--- src/hdl/bounding_sphere_from_vertices_top_defines.svh ---
// Assertion helpers for the RTL file that checks its own logic.
`ifndef BOUNDING_SPHERE_FROM_VERTICES_TOP_DEFINES_SVH
`define BOUNDING_SPHERE_FROM_VERTICES_TOP_DEFINES_SVH

// Check on every clock edge outside reset.
`define BSV_ASSERT(label, prop, msg) \
  label: assert property (@(posedge clk) disable iff (rst) (prop)) else $error(msg);

// Check on every clock edge, reset included.
`define BSV_ASSERT_ALWAYS(label, prop, msg) \
  label: assert property (@(posedge clk) (prop)) else $error(msg);

`endif

--- src/hdl/bsv_pkg.sv ---
`timescale 1ns / 1ps

package bsv_pkg;

  // Coordinate width (signed, 8 fraction bits)
  localparam int CB          = 16;
  localparam int COEFF_BITS  = 16;
  localparam int COEFF_FRAC  = 12;
  localparam int REG_BITS    = 64;

  // Transform datapath widths
  localparam int PROD_BITS   = CB + COEFF_BITS;
  localparam int SUM_BITS    = PROD_BITS + 2;
  localparam int SHIFT_BITS  = SUM_BITS - COEFF_FRAC;
  localparam int XLAT_BITS   = ((SHIFT_BITS > COEFF_BITS) ? SHIFT_BITS : COEFF_BITS) + 1;

  // Stream widths, padded to whole bytes
  localparam int IN_BITS     = ((3 * CB + 7) / 8) * 8;
  localparam int OUT_BITS    = ((4 * CB + 7) / 8) * 8;

  // Radius datapath widths
  localparam int SQ_BITS     = 2 * CB;
  localparam int ACC_BITS    = 2 * CB + 2;
  localparam int ROOT_BITS   = ACC_BITS / 2;
  localparam int REM_BITS    = ROOT_BITS + 3;
  localparam int STEP_BITS   = $clog2(ROOT_BITS + 1);

  // Box queue between front and back
  localparam int QDEPTH      = 2;
  localparam int QPTR_BITS   = $clog2(QDEPTH);
  localparam int QCNT_BITS   = $clog2(QDEPTH + 1);

  // Configuration register map
  localparam int CFG_IDX_BITS = 2;
  localparam logic [CFG_IDX_BITS-1:0] REG_COL_X = 2'd0;
  localparam logic [CFG_IDX_BITS-1:0] REG_COL_Y = 2'd1;
  localparam logic [CFG_IDX_BITS-1:0] REG_COL_Z = 2'd2;

  localparam logic [REG_BITS-1:0] RST_COL_X = 64'd4096;
  localparam logic [REG_BITS-1:0] RST_COL_Y = 64'd268435456;
  localparam logic [REG_BITS-1:0] RST_COL_Z = 64'd17592186044416;

  typedef logic signed [CB-1:0] coord_t;

  // Per-axis extremes of one finished model
  typedef struct packed {
    coord_t lo_x;
    coord_t lo_y;
    coord_t lo_z;
    coord_t hi_x;
    coord_t hi_y;
    coord_t hi_z;
  } box_t;

  typedef struct packed {
    logic push;
    box_t box;
  } q_wr_t;

  typedef struct packed {
    logic valid;
    box_t box;
  } q_rd_t;

endpackage

--- src/hdl/bsv_queue.sv ---
`timescale 1ns / 1ps

module bsv_queue (
  input  logic           clk,
  input  logic           rst,
  input  bsv_pkg::q_wr_t q_wr,
  output logic           q_full,
  input  logic           q_pop,
  output bsv_pkg::q_rd_t q_rd
);

  bsv_pkg::box_t                   ent [bsv_pkg::QDEPTH];
  logic [bsv_pkg::QPTR_BITS-1:0]   wr_ptr;
  logic [bsv_pkg::QPTR_BITS-1:0]   rd_ptr;
  logic [bsv_pkg::QCNT_BITS-1:0]   cnt;
  logic                            do_push;
  logic                            do_pop;

  assign q_full     = (cnt == bsv_pkg::QCNT_BITS'(bsv_pkg::QDEPTH));
  assign q_rd.valid = (cnt != '0);
  assign q_rd.box   = ent[rd_ptr];
  assign do_push    = q_wr.push && !q_full;
  assign do_pop     = q_pop && q_rd.valid;

  // Store incoming box
  always_ff @(posedge clk) begin
    if (do_push) begin
      ent[wr_ptr] <= q_wr.box;
    end
  end

  // Advance pointers and count
  always_ff @(posedge clk) begin
    if (rst) begin
      wr_ptr <= '0;
      rd_ptr <= '0;
      cnt    <= '0;
    end else begin
      if (do_push) begin
        wr_ptr <= (wr_ptr == bsv_pkg::QPTR_BITS'(bsv_pkg::QDEPTH - 1)) ? '0 : wr_ptr + 1'b1;
      end
      if (do_pop) begin
        rd_ptr <= (rd_ptr == bsv_pkg::QPTR_BITS'(bsv_pkg::QDEPTH - 1)) ? '0 : rd_ptr + 1'b1;
      end
      if (do_push && !do_pop) begin
        cnt <= cnt + 1'b1;
      end else if (do_pop && !do_push) begin
        cnt <= cnt - 1'b1;
      end
    end
  end

endmodule

--- config.mk ---
export PLATFORM = sky130hd
export DESIGN_NAME = bsv_queue
export DESIGN_NICKNAME = d
export VERILOG_FILES = /design/src/hdl/bounding_sphere_from_vertices_top_defines.svh /design/src/hdl/bsv_pkg.sv /design/src/hdl/bsv_queue.sv
export SDC_FILE = /design/constraint.sdc
export NUM_CORES = 1
export LEC_CHECK = 0
export BUFFER_PORTS_ARGS = -buffer_cell sky130_fd_sc_hd__buf_2
export CAP_MARGIN = 20
export CORE_UTILIZATION = 50
export DETAILED_ROUTE_END_ITERATION = 8
export PLACE_DENSITY_LB_ADDON = 0.05
export REMOVE_ABC_BUFFERS = 1
export SYNTH_ARGS = -nofsm -noshare
export SYNTH_HDL_FRONTEND = slang
export SYNTH_SLANG_ARGS = --single-unit
--- constraint.sdc ---
create_clock -name clk -period 4.8 [get_ports clk]
set_input_delay 0.72 -clock clk [delete_from_list [all_inputs] [get_ports clk]]
set_output_delay 0.72 -clock clk [all_outputs]
set_load 0.02 [all_outputs]
==> flow_summary.ini <==
[routing]
wirelength_um = 12800
drt_iter0_markers = 209
antenna_left = 0
vias = 3648
wl_per_cell_um = 17.7
viasPerCell = 5.04
drc_errors = 0
dr.pass1.iters = 4

[layout]
layout-drive-gt1-share = 0.601
nets = 636
regArea_um2 = 5870
multi_input_comb_area_um2 = 1350
n_antenna_cell = 0
areaGrowthSynthToFinish_pct = 22.6
final_cell_mix = buf_2, edfxtp_1, mux2_2, mux2_4, clkbuf_16
final_util = 0.639
nFillCells = 1053
final_common_cell = buf_2

[sta]
fin_tns_setup_ns = 0
worst_pin_slew_ns = 0.772
rsz0062_at_grt = no
fin_crit_ns = 3.14
drv_slew = 0
hold_violations = 0
relSlewSlack = 0.485
fin_skew_ns = 0.00664
fmax_mhz = 318
period_share = 0.654
setup_viol = 0

[die]
dieArea_um2 = 15200
die_w_um = 123
core-area_um2 = 14100
dieHeight_um = 123
fp-row-count = 43
pin_count = 198
initial_utilization = 0.521

[setup_path]
r2r-end = ent[0][57]
path_class = reg -> out
worstPathMaxFanout = 49
r2r_cells = 4
crit_path_end_kind = output port
critPathArrivalTime_ns = 2.42
worstPathRequired_ns = 4.08
rrSetupSlack_ns = 2.56
cp-start-kind = flop
r2r-start = cnt[0]

[worst_hold_path]
hold-path-cell-count = 1
min-delay-start = q_wr[38]
hold_end = ent[0][38]
hold_class = in -> reg

[synth]
syn_area_um2 = 7350
yosysSeqAreaShare = 0.798
synth_area_per_cell_um2 = 22.7
synthDistinctLibCells = 18
syn_inst = 324
synth-seq-cells = 197
yosysWarnings = 0

[clocking]
postCtsSetupBuffers = 0
cts.clk_slew.worst_paths_ns = 0.06
cts_root_buf = clkbuf_16
cts_sinks = 197
clk_latency_ns = 0.42
cts_buffers = 17
ctsLongestPathBuffers = 2
cts-resized-gates = 0
hold_buffers = 0
cts_tree = yes
cts_max_level = 4

[grt]
grtUsageTotal = 0.175
first_global_vias = 3649
grt_max_degree = 50
antenna_found_initial = 2
grt_pass1_wl_um = 18800
grt_overflow_total = 0

[pwr]
p_per_area_nw_per_um2 = 548
finalPower_mw = 4.94
p_leak_nw = 3.45
peakVddDrop_v = 0.000286

[flow_run]
drv_cap = 0

[placement]
gp_congestion = 0.704
io_buffers = 197
hpwl_um = 8630

[status]
status = finished clean
## metrics by stage
stage / instances / area (µm²) / setup slack [ns] / hold slack [ns]
finish: 724 / 9010 / 1.66 / 0.483
global route: 724 / 9010 / 1.53 / 0.466
CTS: 724 / 9010 / 1.62 / 0.470
detailed placement: 696 / 8480 / 2.07 / 0.491
global placement: 696 / 8480 / 2.11 / 0.481
floorplan: 313 / 7220 / 0.575 / 0.452
## worst max-delay path by stage
stage | start | end | slack, ns | cells after the start
after floorplan | flop | q_rd[0] | 0.58 | 1
after global placement | flop | q_rd[87] | 2.11 | 3
after detailed placement | flop | q_rd[31] | 2.07 | 3
after CTS | flop | q_rd[31] | 1.62 | 3
after global routing | flop | q_rd[31] | 1.53 | 3
final | flop | q_rd[31] | 1.66 | 3
## where the power goes
part	switching, mW	internal [mW]	leakage [nW]
registers	0.120	2.16	1.83
clock network	0.544	0.747	0.260
logic	0.773	0.588	1.36
## registers in the layout, summed over array words and instances, names as in the netlist, named ones only
register / flops
cnt: 2
rd_ptr: 1
wr_ptr: 1
ent: 192
## worst max-delay path, stage by stage, from the launching register on
cell,delay [ns]
dfxtp_4,0.85
buf_4,0.54
mux2_2,0.40
buf_2,0.16
## cell families after synthesis
kind of cell,after synthesis,synth area share
flip-flops,197,0.798
multiplexers,96,0.168
buffers and inverters,13,0.0189
AND/OR/NAND/NOR,9,0.00664
AO/OA/AOI/OAI,5,0.00340
XOR/XNOR,3,0.00358
adder cells (fa/ha/maj),1,0.00170
## cells in the mapped netlist
library cell,number,area share
dfxtp_1,5,0.014
buf_6,1,0.0015
mux2_4,40,0.082
or3_1,2,0.0017
or2_2,1,0.00085
nor2b_2,1,0.0012
xor2_1,3,0.0036
ha_1,1,0.0017
a21oi_1,2,0.0014
edfxtp_1,192,0.78
buf_2,5,0.0034
buf_12,4,0.011
o21ai_0,3,0.0020
and2_1,1,0.00085
buf_8,1,0.0020
nor2_1,4,0.0020
inv_1,2,0.0010
mux2_2,56,0.086
## cell type report
class | instances | share of cell area
flip-flops and latches | 197 | 0.652
clock buffers | 20 | 0.0485
clock inverters | 8 | 0.00972
multi-input cells | 114 | 0.149
inverters | 2 | 0.00111
repair buffers | 203 | 0.114
well taps | 180 | 0.0250
## per-layer routing
layer | share of wire | GRT usage | up-vias
li1 | - | - | 1697
met5 | 0.00086 | 0 | -
met3 | 0.088 | 0.0715 | 15
met4 | 0.014 | 0.0700 | 2
met2 | 0.50 | 0.280 | 135
met1 | 0.40 | 0.211 | 1799
No activity file was read; power rests on OpenSTA's default activity.
