===== config.mk =====
export PLATFORM = sky130hd
export DESIGN_NAME = bsv_back
export DESIGN_NICKNAME = d
export VERILOG_FILES = /design/src/hdl/bounding_sphere_from_vertices_top_defines.svh /design/src/hdl/bsv_pkg.sv /design/src/hdl/bsv_back.sv
export SDC_FILE = /design/constraint.sdc
export NUM_CORES = 2
export LEC_CHECK = 0
export ABC_CLOCK_PERIOD_IN_PS = 30000
export CAP_MARGIN = 20
export CORE_ASPECT_RATIO = 1.2
export CORE_UTILIZATION = 65
export CTS_BUF_LIST = sky130_fd_sc_hd__clkbuf_4 sky130_fd_sc_hd__clkbuf_8
export DETAILED_ROUTE_END_ITERATION = 7
export DONT_BUFFER_PORTS = 1
export MAX_ROUTING_LAYER = met4
export PLACE_DENSITY = 0.77
export SYNTH_ARGS = -nofsm -noshare
export SYNTH_HDL_FRONTEND = slang
export SYNTH_SLANG_ARGS = --single-unit

===== constraint.sdc =====
create_clock -name clk -period 30 [get_ports clk]
set_clock_uncertainty 0.2 [all_clocks]
set_input_delay 6 -clock clk [delete_from_list [all_inputs] [get_ports clk]]
set_output_delay 6 -clock clk [all_outputs]
set_load 0.01 [all_outputs]

===== src/hdl/bounding_sphere_from_vertices_top_defines.svh =====
// Assertion helpers for the RTL file that checks its own logic.
`ifndef BOUNDING_SPHERE_FROM_VERTICES_TOP_DEFINES_SVH
`define BOUNDING_SPHERE_FROM_VERTICES_TOP_DEFINES_SVH

// Check on every clock edge outside reset.
`define BSV_ASSERT(label, prop, msg) \
  label: assert property (@(posedge clk) disable iff (rst) (prop)) else $error(msg);

// Check on every clock edge, reset included.
`define BSV_ASSERT_ALWAYS(label, prop, msg) \
  label: assert property (@(posedge clk) (prop)) else $error(msg);

`endif


===== src/hdl/bsv_pkg.sv =====
`timescale 1ns / 1ps

package bsv_pkg;

  // Coordinate width (signed, 8 fraction bits)
  localparam int CB          = 16;
  localparam int COEFF_BITS  = 16;
  localparam int COEFF_FRAC  = 12;
  localparam int REG_BITS    = 64;

  // Transform datapath widths
  localparam int PROD_BITS   = CB + COEFF_BITS;
  localparam int SUM_BITS    = PROD_BITS + 2;
  localparam int SHIFT_BITS  = SUM_BITS - COEFF_FRAC;
  localparam int XLAT_BITS   = ((SHIFT_BITS > COEFF_BITS) ? SHIFT_BITS : COEFF_BITS) + 1;

  // Stream widths, padded to whole bytes
  localparam int IN_BITS     = ((3 * CB + 7) / 8) * 8;
  localparam int OUT_BITS    = ((4 * CB + 7) / 8) * 8;

  // Radius datapath widths
  localparam int SQ_BITS     = 2 * CB;
  localparam int ACC_BITS    = 2 * CB + 2;
  localparam int ROOT_BITS   = ACC_BITS / 2;
  localparam int REM_BITS    = ROOT_BITS + 3;
  localparam int STEP_BITS   = $clog2(ROOT_BITS + 1);

  // Box queue between front and back
  localparam int QDEPTH      = 2;
  localparam int QPTR_BITS   = $clog2(QDEPTH);
  localparam int QCNT_BITS   = $clog2(QDEPTH + 1);

  // Configuration register map
  localparam int CFG_IDX_BITS = 2;
  localparam logic [CFG_IDX_BITS-1:0] REG_COL_X = 2'd0;
  localparam logic [CFG_IDX_BITS-1:0] REG_COL_Y = 2'd1;
  localparam logic [CFG_IDX_BITS-1:0] REG_COL_Z = 2'd2;

  localparam logic [REG_BITS-1:0] RST_COL_X = 64'd4096;
  localparam logic [REG_BITS-1:0] RST_COL_Y = 64'd268435456;
  localparam logic [REG_BITS-1:0] RST_COL_Z = 64'd17592186044416;

  typedef logic signed [CB-1:0] coord_t;

  // Per-axis extremes of one finished model
  typedef struct packed {
    coord_t lo_x;
    coord_t lo_y;
    coord_t lo_z;
    coord_t hi_x;
    coord_t hi_y;
    coord_t hi_z;
  } box_t;

  typedef struct packed {
    logic push;
    box_t box;
  } q_wr_t;

  typedef struct packed {
    logic valid;
    box_t box;
  } q_rd_t;

endpackage


===== src/hdl/bsv_back.sv =====
`timescale 1ns / 1ps

module bsv_back (
  input  logic                          clk,
  input  logic                          rst,
  input  bsv_pkg::q_rd_t                q_rd,
  output logic                          q_pop,
  output logic                          m_tvalid,
  input  logic                          m_tready,
  output logic [bsv_pkg::OUT_BITS-1:0]  m_tdata
);

  localparam logic [2:0] ST_IDLE   = 3'd0;
  localparam logic [2:0] ST_SQUARE = 3'd1;
  localparam logic [2:0] ST_SUM    = 3'd2;
  localparam logic [2:0] ST_ROOT   = 3'd3;
  localparam logic [2:0] ST_SEND   = 3'd4;

  logic [2:0]                       state;
  bsv_pkg::coord_t                  box_lo [3];
  bsv_pkg::coord_t                  box_hi [3];
  logic signed [bsv_pkg::CB:0]      ext [3];
  logic [bsv_pkg::CB-1:0]           half_next [3];
  logic [bsv_pkg::CB-1:0]           half [3];
  logic [bsv_pkg::CB-1:0]           ctr [3];
  logic [bsv_pkg::SQ_BITS-1:0]      sq [3];
  logic [bsv_pkg::ACC_BITS-1:0]     acc;
  logic [bsv_pkg::REM_BITS-1:0]     rem;
  logic [bsv_pkg::REM_BITS-1:0]     rem_sh;
  logic [bsv_pkg::REM_BITS-1:0]     trial;
  logic [bsv_pkg::ROOT_BITS-1:0]    root;
  logic [bsv_pkg::STEP_BITS-1:0]    step;
  logic [bsv_pkg::CB-1:0]           rad;
  logic                             out_free;

  assign box_lo[0] = q_rd.box.lo_x;
  assign box_lo[1] = q_rd.box.lo_y;
  assign box_lo[2] = q_rd.box.lo_z;
  assign box_hi[0] = q_rd.box.hi_x;
  assign box_hi[1] = q_rd.box.hi_y;
  assign box_hi[2] = q_rd.box.hi_z;

  // Half extents, truncated; the box is never empty so extent is non-negative
  always_comb begin
    for (int a = 0; a < 3; a++) begin
      ext[a]       = (bsv_pkg::CB+1)'(box_hi[a]) - (bsv_pkg::CB+1)'(box_lo[a]);
      half_next[a] = ext[a][bsv_pkg::CB:1];
    end
  end

  // One root bit per step: bring down two bits, try to subtract
  assign rem_sh = {rem[bsv_pkg::REM_BITS-3:0], acc[bsv_pkg::ACC_BITS-1 -: 2]};
  assign trial  = bsv_pkg::REM_BITS'({root, 2'b01});
  assign rad    = root[bsv_pkg::CB] ? '1 : root[bsv_pkg::CB-1:0];

  assign q_pop    = (state == ST_IDLE) && q_rd.valid;
  assign out_free = !m_tvalid || m_tready;

  // Sequencer
  always_ff @(posedge clk) begin
    if (rst) begin
      state <= ST_IDLE;
    end else begin
      unique case (state)
        ST_IDLE:   if (q_rd.valid) state <= ST_SQUARE;
        ST_SQUARE: state <= ST_SUM;
        ST_SUM:    state <= ST_ROOT;
        ST_ROOT:   if (step == bsv_pkg::STEP_BITS'(bsv_pkg::ROOT_BITS - 1)) state <= ST_SEND;
        ST_SEND:   if (out_free) state <= ST_IDLE;
        default:   state <= ST_IDLE;
      endcase
    end
  end

  // Datapath
  always_ff @(posedge clk) begin
    unique case (state)
      ST_IDLE: begin
        for (int a = 0; a < 3; a++) begin
          half[a] <= half_next[a];
          ctr[a]  <= bsv_pkg::CB'(box_lo[a]) + half_next[a];
        end
      end
      ST_SQUARE: begin
        for (int a = 0; a < 3; a++) begin
          sq[a] <= half[a] * half[a];
        end
      end
      ST_SUM: begin
        acc  <= bsv_pkg::ACC_BITS'(sq[0]) + bsv_pkg::ACC_BITS'(sq[1])
              + bsv_pkg::ACC_BITS'(sq[2]);
        rem  <= '0;
        root <= '0;
        step <= '0;
      end
      ST_ROOT: begin
        acc  <= acc << 2;
        step <= step + 1'b1;
        if (rem_sh >= trial) begin
          rem  <= rem_sh - trial;
          root <= {root[bsv_pkg::ROOT_BITS-2:0], 1'b1};
        end else begin
          rem  <= rem_sh;
          root <= {root[bsv_pkg::ROOT_BITS-2:0], 1'b0};
        end
      end
      default: ;
    endcase
  end

  // Output register: holds the sphere until the beat is taken
  always_ff @(posedge clk) begin
    if (rst) begin
      m_tvalid <= 1'b0;
    end else if (state == ST_SEND && out_free) begin
      m_tvalid <= 1'b1;
    end else if (m_tready) begin
      m_tvalid <= 1'b0;
    end
  end

  always_ff @(posedge clk) begin
    if (state == ST_SEND && out_free) begin
      m_tdata <= bsv_pkg::OUT_BITS'({rad, ctr[2], ctr[1], ctr[0]});
    end
  end

endmodule


==> out/results.md <==
| Result | Reported |
|---|---|
| Sequential element share of the synthesized area | 25.2% |
| Class of the worst hold path | reg -> reg |
| Detail Route Antenna Nets | 0 |
| Initial DRC Count | 1,445 |
| Number of buffers inserted for hold repair after clock tree synthesis | 0 |
| Most used DFF post-synth | sky130_fd_sc_hd__edfxtp_1 |
| Syn-to-layout area delta | 4.96% |
| Number of input and output port buffers inserted | 0 |
| Via density | 5.51 |
| Synth Register Bits | 331 |
| Clock Tree Root | sky130_fd_sc_hd__clkbuf_8 |
| Most common cell in the netlist | sky130_fd_sc_hd__inv_1 |
| Dominant cells by area after synthesis | sky130_fd_sc_hd__fa_1 (27%), sky130_fd_sc_hd__edfxtp_1 (25%), sky130_fd_sc_hd__ha_1 (14%), sky130_fd_sc_hd__inv_1 (8.3%), sky130_fd_sc_hd__xnor2_1 (3.9%) |
| Critical path peak fanout | 2 |
| Die area | 61,500 um^2 |
| Sum of negative setup slack | 0 ns |
| Post-CTS Setup Repair Bufs | 0 |
| Smallest hold slack | 0.218 ns |
| Final Hold Viols | 0 |
| Synthesized-area fraction occupied by ao, oa, aoi and oai cells | 9.01% |
| Antenna violations before repair | 1 |
| Number of synthesized flops with an enable pin | 327 |
| Vias in the first global route | 27,700 |
| Netlist cell types | 74 |
| Pin count of the biggest net entering global routing | 75 |
| Filler Cells Inserted | 4,556 |
| Routed WL | 80.0 mm |
| Setup repair after global routing missed its margin | false |
| Worst stage delay on the critical path | 0.15 ns |
| Setup violations, final | 0 |
| Synth top cells by count | sky130_fd_sc_hd__inv_1 (866), sky130_fd_sc_hd__fa_1 (524), sky130_fd_sc_hd__ha_1 (443) |
| Post-synthesis simple-gate area fraction | 10.2% |
| Die extent in y | 271 um |
| Footprint of the multi-input gates | 25,900 um^2 |
| Max-slew violation count | 0 |
| Dominant cell type by area after synthesis | sky130_fd_sc_hd__fa_1 |
| Transition time at the pin with the least slew margin | 1.14 ns |
| Final RePlAce weighted congestion | 0.934 |
| Post-route fraction of the period consumed by the critical path | 41.2% |
| Routed length per instance | 16.9 um |
| Initial core utilization | 65.8% |
| Horizontal die dimension | 226 um |
| MaxCap Viol Count | 0 |
| Largest delay share family, worst path | simple AND/OR/NAND/NOR gates |
| Layout cell share with drive strength beyond 1 | 3.89% |
| TritonCTS clock tree | yes |
| Floorplan Core Area | 59,700 um^2 |
| Number of gates given a new drive strength after cts | 0 |
| WS Path Type | in -> out |
| Synthesized cell area | 39,300 um^2 |
| Detailed-routing iteration count for the pre-antenna-repair pass | 5 |
| Largest family of logic cells by synthesized area | adder cells |
| Average instance area after synthesis | 10.1 um^2 |
| Cells after Synth | 3,898 |
| Crit path time final | 12.35 ns |
| CP endpoint kind | primary output |
| TritonCTS sink count | 331 |
| Data required time at the worst endpoint | 23.80 ns |
| CP Data Arrival Time | 6.15 ns |
| Number of nets in the final layout | 4,960 |
| Yosys top cell area share | 26.7% |
| Adder and majority gate portion of the synthesized area | 40.8% |
| Global route total overflow | 0 |
| Synth Warn # | 0 |
| Fraction of synthesized area in multiplexers | 0.579% |
| CTS HTree Levels | 2 |
| GRT Total Usage | 28.4% |
| Startpoint type of the worst setup path | input port |
| Share of the synthesized netlist area taken by xor and xnor gates | 5.17% |
| Clock-pin transition on the worst setup and hold timing paths | 0.06 ns |
| Residual DRC count | 0 |
| Clock latency on the worst-skew pair | 0.66 ns |
| Tightest slew margin relative to the limit | 23.8% |
| Number of buffers on the longest clock path | 3 |
| Wire length of the first global-routing pass | 134 mm |
| Total area of sequential cells | 9900 um^2 |
| DP HPWL | 63.6 mm |
| Number of buffers added by the clock tree synthesis step | 54 |
| Cell-by-cell listing of the critical path | and2_1 |
| Status | complete, no violations |
| Num ports | 166 |
| Total vias in the final route | 26,100 |
| Slowest cell on crit path | sky130_fd_sc_hd__and2_1 |
| Critical path buffers and inverters | 0 |
| Async set-reset flop share out of synthesis | 0% |
| Row Count | 98 |
| Max Freq | 81.0 MHz |
-- cells in the final DEF (no fill, tap or decap), drive strengths merged, types with 16 or more instances in the layout --
master  count
mux2i      16
nand2     314
nor2      200
buf        18
xor2       59
o21ai     106
a21oi     171
nor2b      41
o21a       27
o21bai     28
ha        443
clkbuf     73
a21o       86
nand3      35
nor3       23
fa        524
inv       868
and3       20
edfxtp    327
xnor2     173
a211oi     26
and2      133
clkinv     17
nand2b     33
-- cell type report --
cell class / count / share of cell area, %
Timing Repair Buffer: 18 / 0.328
Clock inverter: 22 / 0.452
Sequential cell: 331 / 24.0
Tap cell: 800 / 2.43
Clock buffer: 73 / 2.16
Antenna cell: 1 / 0.00607
Inverter: 867 / 7.89
Multi-Input combinational cell: 2621 / 62.7
-- flip-flops by register name, summed over array words and instances, names as in the netlist --
signal / flops
state: 3
acc: 34
sq: 93
m_tdata: 64
step: 5
m_tvalid: 1
rem: 18
half: 48
ctr: 48
root: 17
-- path summary, 6_finish.rpt --
| check | slack (ns) | from | depth (start not counted) | end |
|---|---|---|---|---|
| max | 17.65 | q_rd[96] | 1 | q_pop |
| max reg2reg | 22.46 | half[0][2] | 24 | sq[0][30] |
| min reg2reg | 0.22 | ctr[0][26] | 0 | m_tdata[26] |
| min | 0.22 | ctr[0][26] | 0 | m_tdata[26] |
-- metrics by stage --
stage / worst slack, ns / util (%) / instances / area [um^2]
after floorplan: 16.07 / - / 3900 / 39300
after global placement: 17.65 / 67.3 / 4637 / 40200
after detailed placement: 17.65 / 67.3 / 4637 / 40200
after CTS: 17.65 / 69.1 / 4732 / 41200
after global routing: 17.63 / 69.1 / 4733 / 41300
final: 17.65 / 69.1 / 4733 / 41300
-- per-layer routing --
metal	GRT usage, %	vias to the layer above	wire length, um
met5	-	-	0
met4	10.8	0	2880
met3	3.52	174	3730
met2	48.6	589	40900
met1	34.3	12800	32400
li1	-	12500	-
-- worst reg2reg max path: stages (launching register included) --
cell and delay, ns:
sky130_fd_sc_hd__edfxtp_1 0.72, sky130_fd_sc_hd__and2_1 0.36, sky130_fd_sc_hd__fa_1 0.50, sky130_fd_sc_hd__inv_1 0.05
sky130_fd_sc_hd__fa_1 0.53, sky130_fd_sc_hd__inv_1 0.05, sky130_fd_sc_hd__fa_1 0.50, sky130_fd_sc_hd__inv_1 0.06
sky130_fd_sc_hd__fa_1 0.53, sky130_fd_sc_hd__inv_1 0.05, sky130_fd_sc_hd__fa_1 0.48, sky130_fd_sc_hd__inv_1 0.06
sky130_fd_sc_hd__fa_1 0.47, sky130_fd_sc_hd__inv_1 0.05, sky130_fd_sc_hd__ha_1 0.36, sky130_fd_sc_hd__nand3_1 0.13
sky130_fd_sc_hd__nor3_1 0.20, sky130_fd_sc_hd__a211oi_1 0.17, sky130_fd_sc_hd__a2111oi_1 0.49, sky130_fd_sc_hd__a211oi_2 0.16
sky130_fd_sc_hd__o41ai_4 0.36, sky130_fd_sc_hd__nand2_1 0.13, sky130_fd_sc_hd__o221ai_1 0.20, sky130_fd_sc_hd__a21oi_1 0.11
sky130_fd_sc_hd__xnor2_1 0.37
-- cell families after synthesis --
logic type / count (synthesis)
adders and majority gates: 967
buffers and inverters: 948
and+or+nand+nor: 853
AOI/OAI and AO/OA: 544
DFF: 331
xor gates and xnor gates: 232
muxes: 22
other: 1
Power is not shown: default switching activity piles up to over one toggle a cycle in this logic, so the estimate is an artifact.
